<file path="src/rtl/kcf_pkg.sv">
`default_nettype none
package kcf_pkg;

    localparam int QUEUE_DEPTH = 8;
    localparam int KEY_COUNT   = 128;
    localparam int QA_W        = $clog2(QUEUE_DEPTH);
    localparam int QC_W        = $clog2(QUEUE_DEPTH + 1);
    localparam int KEY_W       = $clog2(KEY_COUNT);
    localparam int SLOT_W      = 4;

    localparam logic [SLOT_W-1:0] NOT_HELD = 4'd8;

    localparam logic [63:0] USED_BITS  = 64'h8080_8080_8080_8080;
    localparam logic [18:0] CTRL_RESET = 19'h10000;
    localparam logic [19:0] TIMEOUT_RESET = 20'h27100;
    localparam logic [19:0] DELAY_RESET   = 20'h00400;

    localparam logic [1:0] KIND_EVENT = 2'd0;
    localparam logic [1:0] KIND_READ  = 2'd1;
    localparam logic [1:0] KIND_WRITE = 2'd2;

    localparam logic [5:0] A_CTRL    = 6'd0;
    localparam logic [5:0] A_INT     = 6'd1;
    localparam logic [5:0] A_ROW0    = 6'd2;
    localparam logic [5:0] A_ROW3    = 6'd5;
    localparam logic [5:0] A_COL0    = 6'd6;
    localparam logic [5:0] A_COL2    = 6'd8;
    localparam logic [5:0] A_TIMEOUT = 6'd9;
    localparam logic [5:0] A_INIT    = 6'd10;
    localparam logic [5:0] A_REPEAT  = 6'd11;
    localparam logic [5:0] A_POP     = 6'd12;
    localparam logic [5:0] A_HIGH    = 6'd13;
    localparam logic [5:0] A_MASK0   = 6'd14;
    localparam logic [5:0] A_MASK15  = 6'd29;

    localparam int CTRL_EN       = 0;
    localparam int CTRL_PRESS_IE = 1;
    localparam int CTRL_OVF_IE   = 2;
    localparam int CTRL_CNT_IE   = 3;

    localparam int FLAG_KEY = 0;
    localparam int FLAG_OVF = 1;
    localparam int FLAG_CNT = 2;

    typedef struct packed {
        logic [1:0]  kind;
        logic [5:0]  word_address;
        logic [31:0] write_data;
        logic [6:0]  scan_code;
        logic        key_release;
        logic [7:0]  key_code;
    } t_in_item;

    typedef struct packed {
        logic [31:0] read_data;
        logic        irq;
    } t_out_item;

    typedef struct packed {
        logic              rd_en;
        logic [KEY_W-1:0]  rd_addr;
        logic              wr_en;
        logic [KEY_W-1:0]  wr_addr;
        logic [SLOT_W-1:0] wr_data;
    } t_slot_req;

    typedef enum logic {
        S_IDLE,
        S_EXEC
    } t_state;

endpackage
`default_nettype wire

</file>
<file path="src/rtl/kcf_ram.sv">
`default_nettype none
module kcf_ram #(
    parameter int DEPTH = 8,
    parameter int WIDTH = 64
) (
    input  wire logic                     i_clk,
    input  wire logic                     i_wr_en,
    input  wire logic [$clog2(DEPTH)-1:0] i_wr_addr,
    input  wire logic [WIDTH-1:0]         i_wr_data,
    input  wire logic                     i_rd_en,
    input  wire logic [$clog2(DEPTH)-1:0] i_rd_addr,
    output logic      [WIDTH-1:0]         o_rd_data
);

    logic [WIDTH-1:0] r_mem [DEPTH];
    logic [WIDTH-1:0] r_rd_data;

    always_ff @(posedge i_clk) begin
        if (i_wr_en) begin
            r_mem[i_wr_addr] <= i_wr_data;
        end
        if (i_rd_en) begin
            r_rd_data <= r_mem[i_rd_addr];
        end
    end

    assign o_rd_data = r_rd_data;

endmodule
`default_nettype wire

</file>
<file path="src/rtl/kcf_slot_mem.sv">
`default_nettype none
module kcf_slot_mem (
    input  wire logic                       i_clk,
    input  wire logic                       i_rst_n,
    input  wire kcf_pkg::t_slot_req         i_req,
    output logic [kcf_pkg::SLOT_W-1:0]      o_rd_data
);

    logic [kcf_pkg::SLOT_W-1:0]    r_mem [kcf_pkg::KEY_COUNT];
    logic [kcf_pkg::KEY_COUNT-1:0] r_valid;
    logic [kcf_pkg::SLOT_W-1:0]    r_rd_data;
    logic                          r_rd_valid;

    always_ff @(posedge i_clk) begin
        if (i_req.wr_en) begin
            r_mem[i_req.wr_addr] <= i_req.wr_data;
        end
        if (i_req.rd_en) begin
            r_rd_data <= r_mem[i_req.rd_addr];
        end
    end

    always_ff @(posedge i_clk) begin
        if (!i_rst_n) begin
            r_valid    <= '0;
            r_rd_valid <= 1'b0;
        end else begin
            if (i_req.wr_en) begin
                r_valid[i_req.wr_addr] <= 1'b1;
            end
            if (i_req.rd_en) begin
                r_rd_valid <= r_valid[i_req.rd_addr];
            end
        end
    end

    // unwritten entries read as not held
    assign o_rd_data = r_rd_valid ? r_rd_data : kcf_pkg::NOT_HELD;

endmodule
`default_nettype wire

</file>
<file path="src/rtl/keypad_controller_with_fifo.sv">
// channel   direction  handshake                    payload
// in        input      i_in_valid / o_in_stall      i_in_item  (kcf_pkg::t_in_item)
// out       output     o_out_valid / i_out_stall    o_out_item (kcf_pkg::t_out_item)
//
// Every item reads the key slot map and the entry queue memories when it is
// accepted, then is modified and written back in the execute state.
// The next item is taken once the previous result has entered the output register.
// Reset is synchronous; the slot map is cleared at once through per-key valid bits.
// A stalled result holds the block in its execute cycle.
`default_nettype none
module keypad_controller_with_fifo (
    input  wire logic               i_clk,
    input  wire logic               i_rst_n,
    input  wire logic               i_in_valid,
    input  wire kcf_pkg::t_in_item  i_in_item,
    output logic                    o_in_stall,
    output logic                    o_out_valid,
    output kcf_pkg::t_out_item      o_out_item,
    input  wire logic               i_out_stall
);

    localparam int QA_W  = kcf_pkg::QA_W;
    localparam int QC_W  = kcf_pkg::QC_W;
    localparam int KEY_W = kcf_pkg::KEY_W;

    kcf_pkg::t_state    r_state, n_state;
    kcf_pkg::t_in_item  r_item, n_item;
    kcf_pkg::t_out_item r_out_item, n_out_item;
    logic               r_out_valid, n_out_valid;

    logic [18:0] r_ctrl, n_ctrl;
    logic [2:0]  r_flags, n_flags;
    logic [29:0] r_row [4];
    logic [29:0] n_row [4];
    logic [31:0] r_col [3];
    logic [31:0] n_col [3];
    logic [19:0] r_timeout, n_timeout;
    logic [19:0] r_init, n_init;
    logic [19:0] r_rep, n_rep;
    logic [7:0]  r_mask [16];
    logic [7:0]  n_mask [16];
    logic [63:0] r_held, n_held;
    logic [QA_W-1:0] r_head, n_head;
    logic [QC_W-1:0] r_count, n_count;
    logic [63:0] r_latched, n_latched;

    kcf_pkg::t_slot_req          slot_req;
    logic [kcf_pkg::SLOT_W-1:0]  slot_rd;
    logic                        q_wr_en;
    logic [QA_W-1:0]             q_wr_addr;
    logic [63:0]                 q_rd;
    logic                        accept;

    kcf_slot_mem u_slot_mem (
        .i_clk     (i_clk),
        .i_rst_n   (i_rst_n),
        .i_req     (slot_req),
        .o_rd_data (slot_rd)
    );

    kcf_ram #(
        .DEPTH (kcf_pkg::QUEUE_DEPTH),
        .WIDTH (64)
    ) u_queue_mem (
        .i_clk     (i_clk),
        .i_wr_en   (q_wr_en),
        .i_wr_addr (q_wr_addr),
        .i_wr_data (n_held),
        .i_rd_en   (accept),
        .i_rd_addr (r_head),
        .o_rd_data (q_rd)
    );

    assign accept      = i_in_valid && (r_state == kcf_pkg::S_IDLE);
    assign o_in_stall  = (r_state != kcf_pkg::S_IDLE);
    assign o_out_valid = r_out_valid;
    assign o_out_item  = r_out_item;

    always_comb begin
        logic            out_free;
        logic [63:0]     freebits;
        logic            found;
        logic [2:0]      open_slot;
        logic [QC_W:0]   tail_sum;
        logic [5:0]      a_row;
        logic [5:0]      a_col;
        logic [5:0]      a_mask;
        logic [31:0]     rd;
        logic            do_raise;
        logic            is_event;

        out_free  = !r_out_valid || !i_out_stall;
        freebits  = ~r_held & kcf_pkg::USED_BITS;
        found     = 1'b0;
        open_slot = '0;
        tail_sum  = (QC_W+1)'(r_head) + (QC_W+1)'(r_count);
        a_row     = r_item.word_address - kcf_pkg::A_ROW0;
        a_col     = r_item.word_address - kcf_pkg::A_COL0;
        a_mask    = r_item.word_address - kcf_pkg::A_MASK0;
        rd        = '0;
        do_raise  = 1'b0;
        is_event  = 1'b0;

        n_state     = r_state;
        n_item      = r_item;
        n_out_valid = r_out_valid && i_out_stall;
        n_out_item  = r_out_item;
        n_ctrl      = r_ctrl;
        n_flags     = r_flags;
        n_row       = r_row;
        n_col       = r_col;
        n_timeout   = r_timeout;
        n_init      = r_init;
        n_rep       = r_rep;
        n_mask      = r_mask;
        n_held      = r_held;
        n_head      = r_head;
        n_count     = r_count;
        n_latched   = r_latched;

        slot_req.rd_en   = accept;
        slot_req.rd_addr = i_in_item.scan_code[KEY_W-1:0];
        slot_req.wr_en   = 1'b0;
        slot_req.wr_addr = r_item.scan_code[KEY_W-1:0];
        slot_req.wr_data = kcf_pkg::NOT_HELD;
        q_wr_en          = 1'b0;
        q_wr_addr        = (tail_sum >= (QC_W+1)'(kcf_pkg::QUEUE_DEPTH))
                         ? QA_W'(tail_sum - (QC_W+1)'(kcf_pkg::QUEUE_DEPTH))
                         : QA_W'(tail_sum);

        for (int s = 7; s >= 0; s--) begin
            if (freebits[s*8+7]) begin
                found     = 1'b1;
                open_slot = 3'(s);
            end
        end

        if (accept) begin
            n_state = kcf_pkg::S_EXEC;
            n_item  = i_in_item;
        end

        if (r_state == kcf_pkg::S_EXEC && out_free) begin
            n_state = kcf_pkg::S_IDLE;
            case (r_item.kind)
                kcf_pkg::KIND_EVENT: begin
                    if (r_ctrl[kcf_pkg::CTRL_EN]) begin
                        is_event = 1'b1;
                        do_raise = 1'b1;
                        if (r_item.key_release) begin
                            if (!slot_rd[3]) begin
                                n_held = r_held & ~(64'hff << {slot_rd[2:0], 3'b000});
                                slot_req.wr_en = 1'b1;
                            end
                        end else if (slot_rd[3] && found) begin
                            n_held = r_held
                                   | (64'(r_item.key_code) << {open_slot, 3'b000});
                            slot_req.wr_en   = 1'b1;
                            slot_req.wr_data = {1'b0, open_slot};
                        end
                        if (r_count >= QC_W'(kcf_pkg::QUEUE_DEPTH)) begin
                            if (r_ctrl[kcf_pkg::CTRL_OVF_IE]) begin
                                n_flags[kcf_pkg::FLAG_OVF] = 1'b1;
                            end
                        end else begin
                            q_wr_en = 1'b1;
                            n_count = r_count + 1'b1;
                        end
                    end
                end
                kcf_pkg::KIND_READ: begin
                    case (r_item.word_address) inside
                        kcf_pkg::A_CTRL: rd = 32'(r_ctrl);
                        kcf_pkg::A_INT: begin
                            rd = 32'(r_flags) | ((r_held != '0) ? 32'd8 : 32'd0)
                               | (32'(r_count) << 4);
                        end
                        [kcf_pkg::A_ROW0:kcf_pkg::A_ROW3]: rd = 32'(r_row[a_row[1:0]]);
                        [kcf_pkg::A_COL0:kcf_pkg::A_COL2]: rd = r_col[a_col[1:0]];
                        kcf_pkg::A_TIMEOUT: rd = 32'(r_timeout);
                        kcf_pkg::A_INIT:    rd = 32'(r_init);
                        kcf_pkg::A_REPEAT:  rd = 32'(r_rep);
                        kcf_pkg::A_POP: begin
                            if (r_count != '0) begin
                                n_latched = q_rd;
                                n_head    = (r_head == QA_W'(kcf_pkg::QUEUE_DEPTH - 1))
                                          ? '0 : r_head + 1'b1;
                                n_count   = r_count - 1'b1;
                            end else begin
                                n_latched = '0;
                            end
                            rd = n_latched[31:0];
                        end
                        kcf_pkg::A_HIGH: rd = r_latched[63:32];
                        [kcf_pkg::A_MASK0:kcf_pkg::A_MASK15]: begin
                            rd = 32'(r_mask[a_mask[3:0]]);
                        end
                        default: rd = '0;
                    endcase
                end
                kcf_pkg::KIND_WRITE: begin
                    case (r_item.word_address) inside
                        kcf_pkg::A_CTRL: begin
                            n_ctrl   = r_item.write_data[18:0];
                            do_raise = 1'b1;
                        end
                        kcf_pkg::A_INT: begin
                            n_flags  = r_flags & ~r_item.write_data[2:0];
                            do_raise = 1'b1;
                        end
                        [kcf_pkg::A_ROW0:kcf_pkg::A_ROW3]: begin
                            n_row[a_row[1:0]] = r_item.write_data[29:0];
                        end
                        [kcf_pkg::A_COL0:kcf_pkg::A_COL2]: begin
                            n_col[a_col[1:0]] = r_item.write_data;
                        end
                        kcf_pkg::A_TIMEOUT: n_timeout = r_item.write_data[19:0];
                        kcf_pkg::A_INIT:    n_init    = r_item.write_data[19:0];
                        kcf_pkg::A_REPEAT:  n_rep     = r_item.write_data[19:0];
                        [kcf_pkg::A_MASK0:kcf_pkg::A_MASK15]: begin
                            n_mask[a_mask[3:0]] = r_item.write_data[7:0];
                        end
                        default: ;
                    endcase
                end
                default: ;
            endcase

            if (do_raise) begin
                if (n_ctrl[kcf_pkg::CTRL_CNT_IE]
                    && (32'(n_count) >= 32'(n_ctrl[17:14]))) begin
                    n_flags[kcf_pkg::FLAG_CNT] = 1'b1;
                end
                if (n_ctrl[kcf_pkg::CTRL_PRESS_IE] && is_event) begin
                    n_flags[kcf_pkg::FLAG_KEY] = 1'b1;
                end
            end

            n_out_valid          = 1'b1;
            n_out_item.read_data = rd;
            n_out_item.irq      = (n_flags != '0);
        end
    end

    always_ff @(posedge i_clk) begin
        if (!i_rst_n) begin
            r_state     <= kcf_pkg::S_IDLE;
            r_out_valid <= 1'b0;
            r_ctrl      <= kcf_pkg::CTRL_RESET;
            r_flags     <= '0;
            r_row       <= '{default: '0};
            r_col       <= '{default: '0};
            r_timeout   <= kcf_pkg::TIMEOUT_RESET;
            r_init      <= kcf_pkg::DELAY_RESET;
            r_rep       <= kcf_pkg::DELAY_RESET;
            r_mask      <= '{default: '0};
            r_held      <= '0;
            r_head      <= '0;
            r_count     <= '0;
            r_latched   <= '0;
        end else begin
            r_state     <= n_state;
            r_out_valid <= n_out_valid;
            r_ctrl      <= n_ctrl;
            r_flags     <= n_flags;
            r_row       <= n_row;
            r_col       <= n_col;
            r_timeout   <= n_timeout;
            r_init      <= n_init;
            r_rep       <= n_rep;
            r_mask      <= n_mask;
            r_held      <= n_held;
            r_head      <= n_head;
            r_count     <= n_count;
            r_latched   <= n_latched;
        end
    end

    always_ff @(posedge i_clk) begin
        r_item     <= n_item;
        r_out_item <= n_out_item;
    end

endmodule
`default_nettype wire

</file>
<file path="config.mk">
export PLATFORM = sky130hd
export DESIGN_NAME = keypad_controller_with_fifo
export DESIGN_NICKNAME = d
export VERILOG_FILES = /design/src/rtl/kcf_pkg.sv /design/src/rtl/kcf_ram.sv /design/src/rtl/kcf_slot_mem.sv /design/src/rtl/keypad_controller_with_fifo.sv
export SDC_FILE = /design/constraint.sdc
export NUM_CORES = 2
export LEC_CHECK = 0
export ABC_AREA = 1
export BUFFER_PORTS_ARGS = -buffer_cell sky130_fd_sc_hd__clkbuf_2
export CAP_MARGIN = 5
export CORE_MARGIN = 5
export CORE_UTILIZATION = 35
export DETAILED_ROUTE_END_ITERATION = 8
export PLACE_DENSITY_LB_ADDON = 0.08
export SYNTH_ARGS = -nofsm -noshare
export SYNTH_HDL_FRONTEND = slang
export SYNTH_SLANG_ARGS = --single-unit
</file>
<file path="constraint.sdc">
create_clock -name i_clk -period 11.05 [get_ports i_clk]
set_clock_uncertainty 0.15 [all_clocks]
set_input_delay 0.5525 -clock i_clk [delete_from_list [all_inputs] [get_ports i_clk]]
set_output_delay 0.5525 -clock i_clk [all_outputs]
set_load 0.02 [all_outputs]
</file>
# Yosys cells after proc, flatten, opt, wreduce, memory -nomap -nowiden
# Memories as Yosys holds them, arrays and structs flattened. A register that Yosys moved wholly into a read port is not among the register bits.
# Cells that the tools add are included.
# op_classes
add_sub_neg,8
n_lt_le_gt_ge,18
eq_ne,11
shifts,2
mux,117
bitwise,22
n_reduce_logical,32
# ops
operator,n
$mux W64,7
$mux W32,11
$bwmux W128,1
$not A64 Y64,2
$or A128 B128 Y128,1
$bwmux W120,1
$bwmux W96,1
$mux W30,3
$mux W19,4
$mux W4,19
$and A64 B64 Y64,1
$bmux W32 S2,1
$demux W32 S2,1
$or A64 B64 Y64,1
$reduce_bool A64 Y1,1
$shl A8 B6 Y64,1
$shl A8 B6 Y64 const A,1
$bmux W30 S2,1
$demux W30 S2,1
$mux W1,43
$mux W3,12
$bmux W8 S4,1
$demux W8 S4,1
$mux W8,4
other kinds (55),90
# word_totals
ff_bits,781
mem_bits_rw,1024
inputBits,60
out_inout_bits,35
mem_count,2
# mem_list
memory,words,word_bits,read_ports,rd_clocked_by_memory_dff,write_ports,line_no,text
u_queue_mem.r_mem,8,64,1,1,1,kcf_ram.sv:15,logic [WIDTH-1:0] r_mem [DEPTH];
u_slot_mem.r_mem,128,4,1,1,1,kcf_slot_mem.sv:9,logic [kcf_pkg::SLOT_W-1:0] r_mem [kcf_pkg::KEY_COUNT];

# Depth between registers and ports, before layout
# depth
depth_word,18
mapped_depth,21
mapped_depth_nobuf,19

# Hierarchy
# Synthesis repeated with hierarchy kept, for this count alone.
# unflattened
hier_cells,8340
area_unflattened_um2,77237.8
# modules_own_cells
module,n_inst,cells_each,area_per_inst_um2,seq_area_each_um2
keypad_controller_with_fifo,1,3565,26743.1,13302.8
kcf_slot_mem,1,2481,26196.4,18077.3
kcf_ram,1,2294,24298.3,17296.6

# Worst setup path before layout
# OpenSTA, ideal clock, no wires.
# synth_path
path_type,input to register
from,input port i_in_valid
to,register u_slot_mem.r_rd_valid
arrival_ns,6.427
t_required_ns,10.792
slack_ns,4.365
stages,4
path_buffers,0
cell_sequence,inv_1 nor2_1 o21ai_0 a21oi_1
# synth_via
elab_chain_len,1
# synth_lines
item,line_no,text
start: declaration,keypad_controller_with_fifo.sv:14,"input wire logic i_in_valid,"
$logic_and A1 B1 Y1,keypad_controller_with_fifo.sv:74,assign accept = i_in_valid && (r_state == kcf_pkg::S_IDLE);
net accept,keypad_controller_with_fifo.sv:52,logic accept;
end signal: assignment,kcf_slot_mem.sv:32,r_rd_valid <= r_valid[i_req.rd_addr];
end: declaration,kcf_slot_mem.sv:12,logic r_rd_valid;
# The timed path passes the listed nets, and every way through them passes these cells.
# A chain may end at the register's enable or synchronous reset.

# Worst setup path in the final report
# layout_path
from,register r_item[49] in the netlist's numbering
to,register r_mask[71] in the netlist's numbering
# layout_via
elab_chain_len,7
elab_cells_between_ends,30
# layout_lines
item,line_no,text
start: declaration,keypad_controller_with_fifo.sv:27,"kcf_pkg::t_in_item r_item, n_item;"
start signal: assignment,keypad_controller_with_fifo.sv:280,r_item <= n_item;
$sub A4 B4 Y4,keypad_controller_with_fifo.sv:99,a_mask = r_item.word_address - kcf_pkg::A_MASK0;
$not A4 Y5 (not written as such),keypad_controller_with_fifo.sv:221,n_mask[a_mask[3:0]] = r_item.write_data[7:0];
$ge A5 B5 Y1 (not written as such) or $lt A5 B1 Y1 (tied branches),keypad_controller_with_fifo.sv:221,
$logic_and A1 B1 Y1 (not written as such),keypad_controller_with_fifo.sv:221,
$mux W8 (not written as such),keypad_controller_with_fifo.sv:221,
$demux W8 S4,keypad_controller_with_fifo.sv:221,
$bwmux W128,keypad_controller_with_fifo.sv:221,
end signal: assignment,keypad_controller_with_fifo.sv:271,r_mask <= n_mask;
end: declaration,keypad_controller_with_fifo.sv:40,logic [7:0] r_mask [16];
# Parallel ways exist; a longest one is shown, timed or not.

==> impl_metrics.py <==
metrics = {
    "run_status": {
        "status": "finished clean",
    },
    "logic_synthesis": {
        "synth_cells": 7665,
        "muxShareOfSynthArea": 0,
        "synth-simple-area-share": 0.134,
        "seq_area_frac_synth": 0.649,
        "synth_adder_area_share": 0.00210,
        "synthesis.nets": 7737,
        "synth_top_family_by_area": "compound AO/OA/AOI/OAI gates",
        "yosys_warnings": 0,
        "synth.avg_cell_area_um2": 9.79,
        "ys_ff_latch": 1841,
        "synth_cell_types": 52,
        "syn_area_um2": 75000,
        "synth-compound-area-share": 0.153,
        "synth_xor_area_frac": 0.000584,
    },
    "route": {
        "routedWlPerCell_um": 21.8,
        "post_drt_via_cell_ratio": 5.17,
        "wl_met3_mm": 10.5,
        "routed-via-count": 54987,
        "routed_wirelength_mm": 232,
        "postRouteAntennaNets": 0,
        "firstDrtPassIters": 5,
        "maxUsedRoutingLayer": "met4",
        "route.met2.wl_mm": 103,
        "drtIter0Drc": 4294,
        "wl_met1_mm": 114,
        "drc": 0,
    },
    "sta": {
        "fmax_mhz": 195,
        "final.period_utilization": 0.464,
        "relSlewSlack": 0.216,
        "timing.final.crit_period_ns": 5.12,
        "hold_violations": 0,
        "finalSetupViolCount": 0,
        "rsz0062_at_grt": "no",
        "tns_ns": 0,
        "worst_slew_pin_slew_ns": 1.18,
        "whs_ns": 0.289,
        "report.final.slew_viol_count": 0,
    },
    "global_route": {
        "grt_max_degree": 164,
        "grt-ovfl-total": 0,
        "grt_usage": 0.202,
        "grt_pass1_vias": 52741,
        "grt_pass1_wl_mm": 347,
        "antenna_found_initial": 7,
    },
    "layout": {
        "regArea_um2": 48700,
        "drive_gt1_frac": 0.0742,
        "fin_area_um2": 85200,
        "area_growth_syn_to_layout_pct": 13.6,
        "utilization": 0.398,
        "multi_input_area_um2": 21900,
        "mostFrequentLayoutCells": "edfxtp_1 (1181), nand2_1 (1016), nor2_1 (1011)",
        "nets": 7698,
        "fillers": 21164,
        "final_common_cell": "edfxtp_1",
    },
    "setup_path": {
        "path_max_fanout": 86,
        "cp_data_required_time_ns": 11.56,
        "cp.arrival_ns": 5.64,
        "crit_top_cell": "buf_4",
        "path_class": "flip-flop to flip-flop",
        "start_kind": "flip-flop",
        "critPathBufInv": 5,
        "crit_chain": "buf_4 > inv_2 > nand2_1 > buf_4 > nor2_2 > buf_4 > nor2_8 > nand3_2 > nor2_4 > buf_4 > nand2_1 > nand2_1 > a21oi_1",
        "slowest_stage": "buf_4",
        "cpPeakStageDelay_ns": 0.77,
        "critPathCaptureType": "flip-flop",
        "crit_family": "buffers and inverters",
    },
    "clocking": {
        "ctsResizeCount": 0,
        "clock_path_buffers": 3,
        "cts_buffers": 205,
        "cts_root_buf": "clkbuf_16",
        "cts.sinks": 1841,
        "cts_tree": "built",
        "post_cts_buffers": 0,
        "clk_latency_ns": 0.83,
        "htreeDepth": 4,
        "cts.clk_slew.worst_paths_ns": 0.06,
    },
    "die": {
        "die_x_um": 473,
        "initial_core_util": 0.351,
        "rows": 170,
        "io-pin-count": 95,
        "die_h_um": 473,
        "die_area_um2": 224000,
        "core_region_area_um2": 214000,
    },
    "pwr": {
        "p_comb_frac": 0.043,
        "p_int_mw": 11.3,
        "power_mw": 14.6,
        "netSwitchingPower_mw": 3.33,
        "seq_power_share": 0.501,
        "swShare": 0.228,
        "vdd_drop_max_uv": 129,
        "p_per_area_nw_per_um2": 172,
        "leakage_nw": 29.2,
        "p_clk_frac": 0.456,
    },
    "place": {
        "io_buffers": 94,
        "gp_congestion": 0.835,
        "place_hpwl_mm": 139,
        "placed_cell_area_um2": 78200,
    },
    "run": {
        "cap_violations": 0,
    },
    "hold_path": {
        "min_path_type": "input port to flip-flop",
    },
}
layout make-up:
cell class | instances | area share
diodes | 2 | 0.0000587
clock buffers | 296 | 0.0675
clock inverters | 88 | 0.00932
inverters | 699 | 0.0311
multi-input cells | 4623 | 0.257
flip-flops and latches | 1841 | 0.571
well taps | 2838 | 0.0417
repair buffers | 256 | 0.0219
power groups by stage:
stage / Clock, mW / Combinational, mW / Sequential, mW
floorplan: 0 / 0.358 / 7.46
global placement: 0 / 0.619 / 7.47
detailed placement: 0 / 0.617 / 7.47
CTS: 6.85 / 0.634 / 7.32
global route: 7.14 / 0.689 / 7.32
finish: 6.68 / 0.631 / 7.32
cell families after synthesis:
group,after synthesis
adder cells (fa/ha/maj),12
AO/OA/AOI/OAI,2133
flip-flops,1841
buffers and inverters,1201
XOR/XNOR,5
AND/OR/NAND/NOR,2473
final timing paths:
check           startpoint          to  slack, ns  depth (start not counted)
max             r_item[49]  r_mask[71]       5.93                         13
min          i_in_item[43]  r_item[43]       0.29                          2
min reg2reg      r_col[79]   r_col[79]       0.29                          2
max reg2reg     r_item[49]  r_mask[71]       5.93                         13
layer usage:
metal	GRT usage	vias up
met5	0	-
met4	0.0431	0
met1	0.302	27150
met2	0.314	1232
met3	0.0259	266
li1	-	26339
timing repair:
action,in CTS,in global routing
endpoints found under the hold margin,75,0
setup endpoints to repair,0,0
hold buffers,54,0
metrics by stage:
step / worst slack [ns] / instances
3_3_place_gp: 6.06 / 10203
5_1_grt: 5.57 / 10643
4_1_cts: 5.89 / 10641
2_1_floorplan: 4.36 / 7665
6_report: 5.93 / 10643
3_5_place_dp: 5.92 / 10203
registers in the layout (all words and copies together) (netlist names), 64 cells and up:
register,cells
r_row,120
u_queue_mem.r_mem,512
r_col,96
u_slot_mem.r_valid,128
u_queue_mem.o_rd_data,64
r_mask,128
r_held,64
u_slot_mem.r_mem,512
Yosys cell counts, drive strengths merged:
| cell type | instances | share of area |
|---|---|---|
| nor2 | 1041 | 0.053 |
| clkinv | 10 | 0.00050 |
| and2 | 1 | 0.000083 |
| nand3 | 315 | 0.021 |
| o22ai | 253 | 0.021 |
| clkbuf | 402 | 0.020 |
| buf | 100 | 0.0064 |
| o21ai | 1007 | 0.067 |
| and3 | 1 | 0.000083 |
| o31ai | 5 | 0.00050 |
| a22oi | 36 | 0.0036 |
| nand4 | 29 | 0.0024 |
| o21a | 9 | 0.00090 |
| a211oi | 5 | 0.00050 |
| a31oi | 77 | 0.0064 |
| a41oi | 5 | 0.00058 |
| a21oi | 667 | 0.045 |
| nor4 | 14 | 0.0013 |
| or2 | 6 | 0.00050 |
| xnor2 | 2 | 0.00023 |
| a32oi | 1 | 0.00012 |
| xor2 | 3 | 0.00035 |
| nor3 | 43 | 0.0044 |
| o221ai | 12 | 0.0014 |
| o41ai | 11 | 0.0013 |
| inv | 689 | 0.035 |
| edfxtp | 1181 | 0.47 |
| fa | 1 | 0.00027 |
| o2111ai | 1 | 0.00012 |
| nand2 | 1023 | 0.051 |
| ha | 11 | 0.0018 |
| a22o | 11 | 0.0013 |
| o211ai | 22 | 0.0022 |
| a32o | 1 | 0.00013 |
| dfxtp | 660 | 0.18 |
| a221oi | 9 | 0.0011 |
| o32ai | 1 | 0.00012 |
No activity file was read; power rests on OpenSTA's default activity.
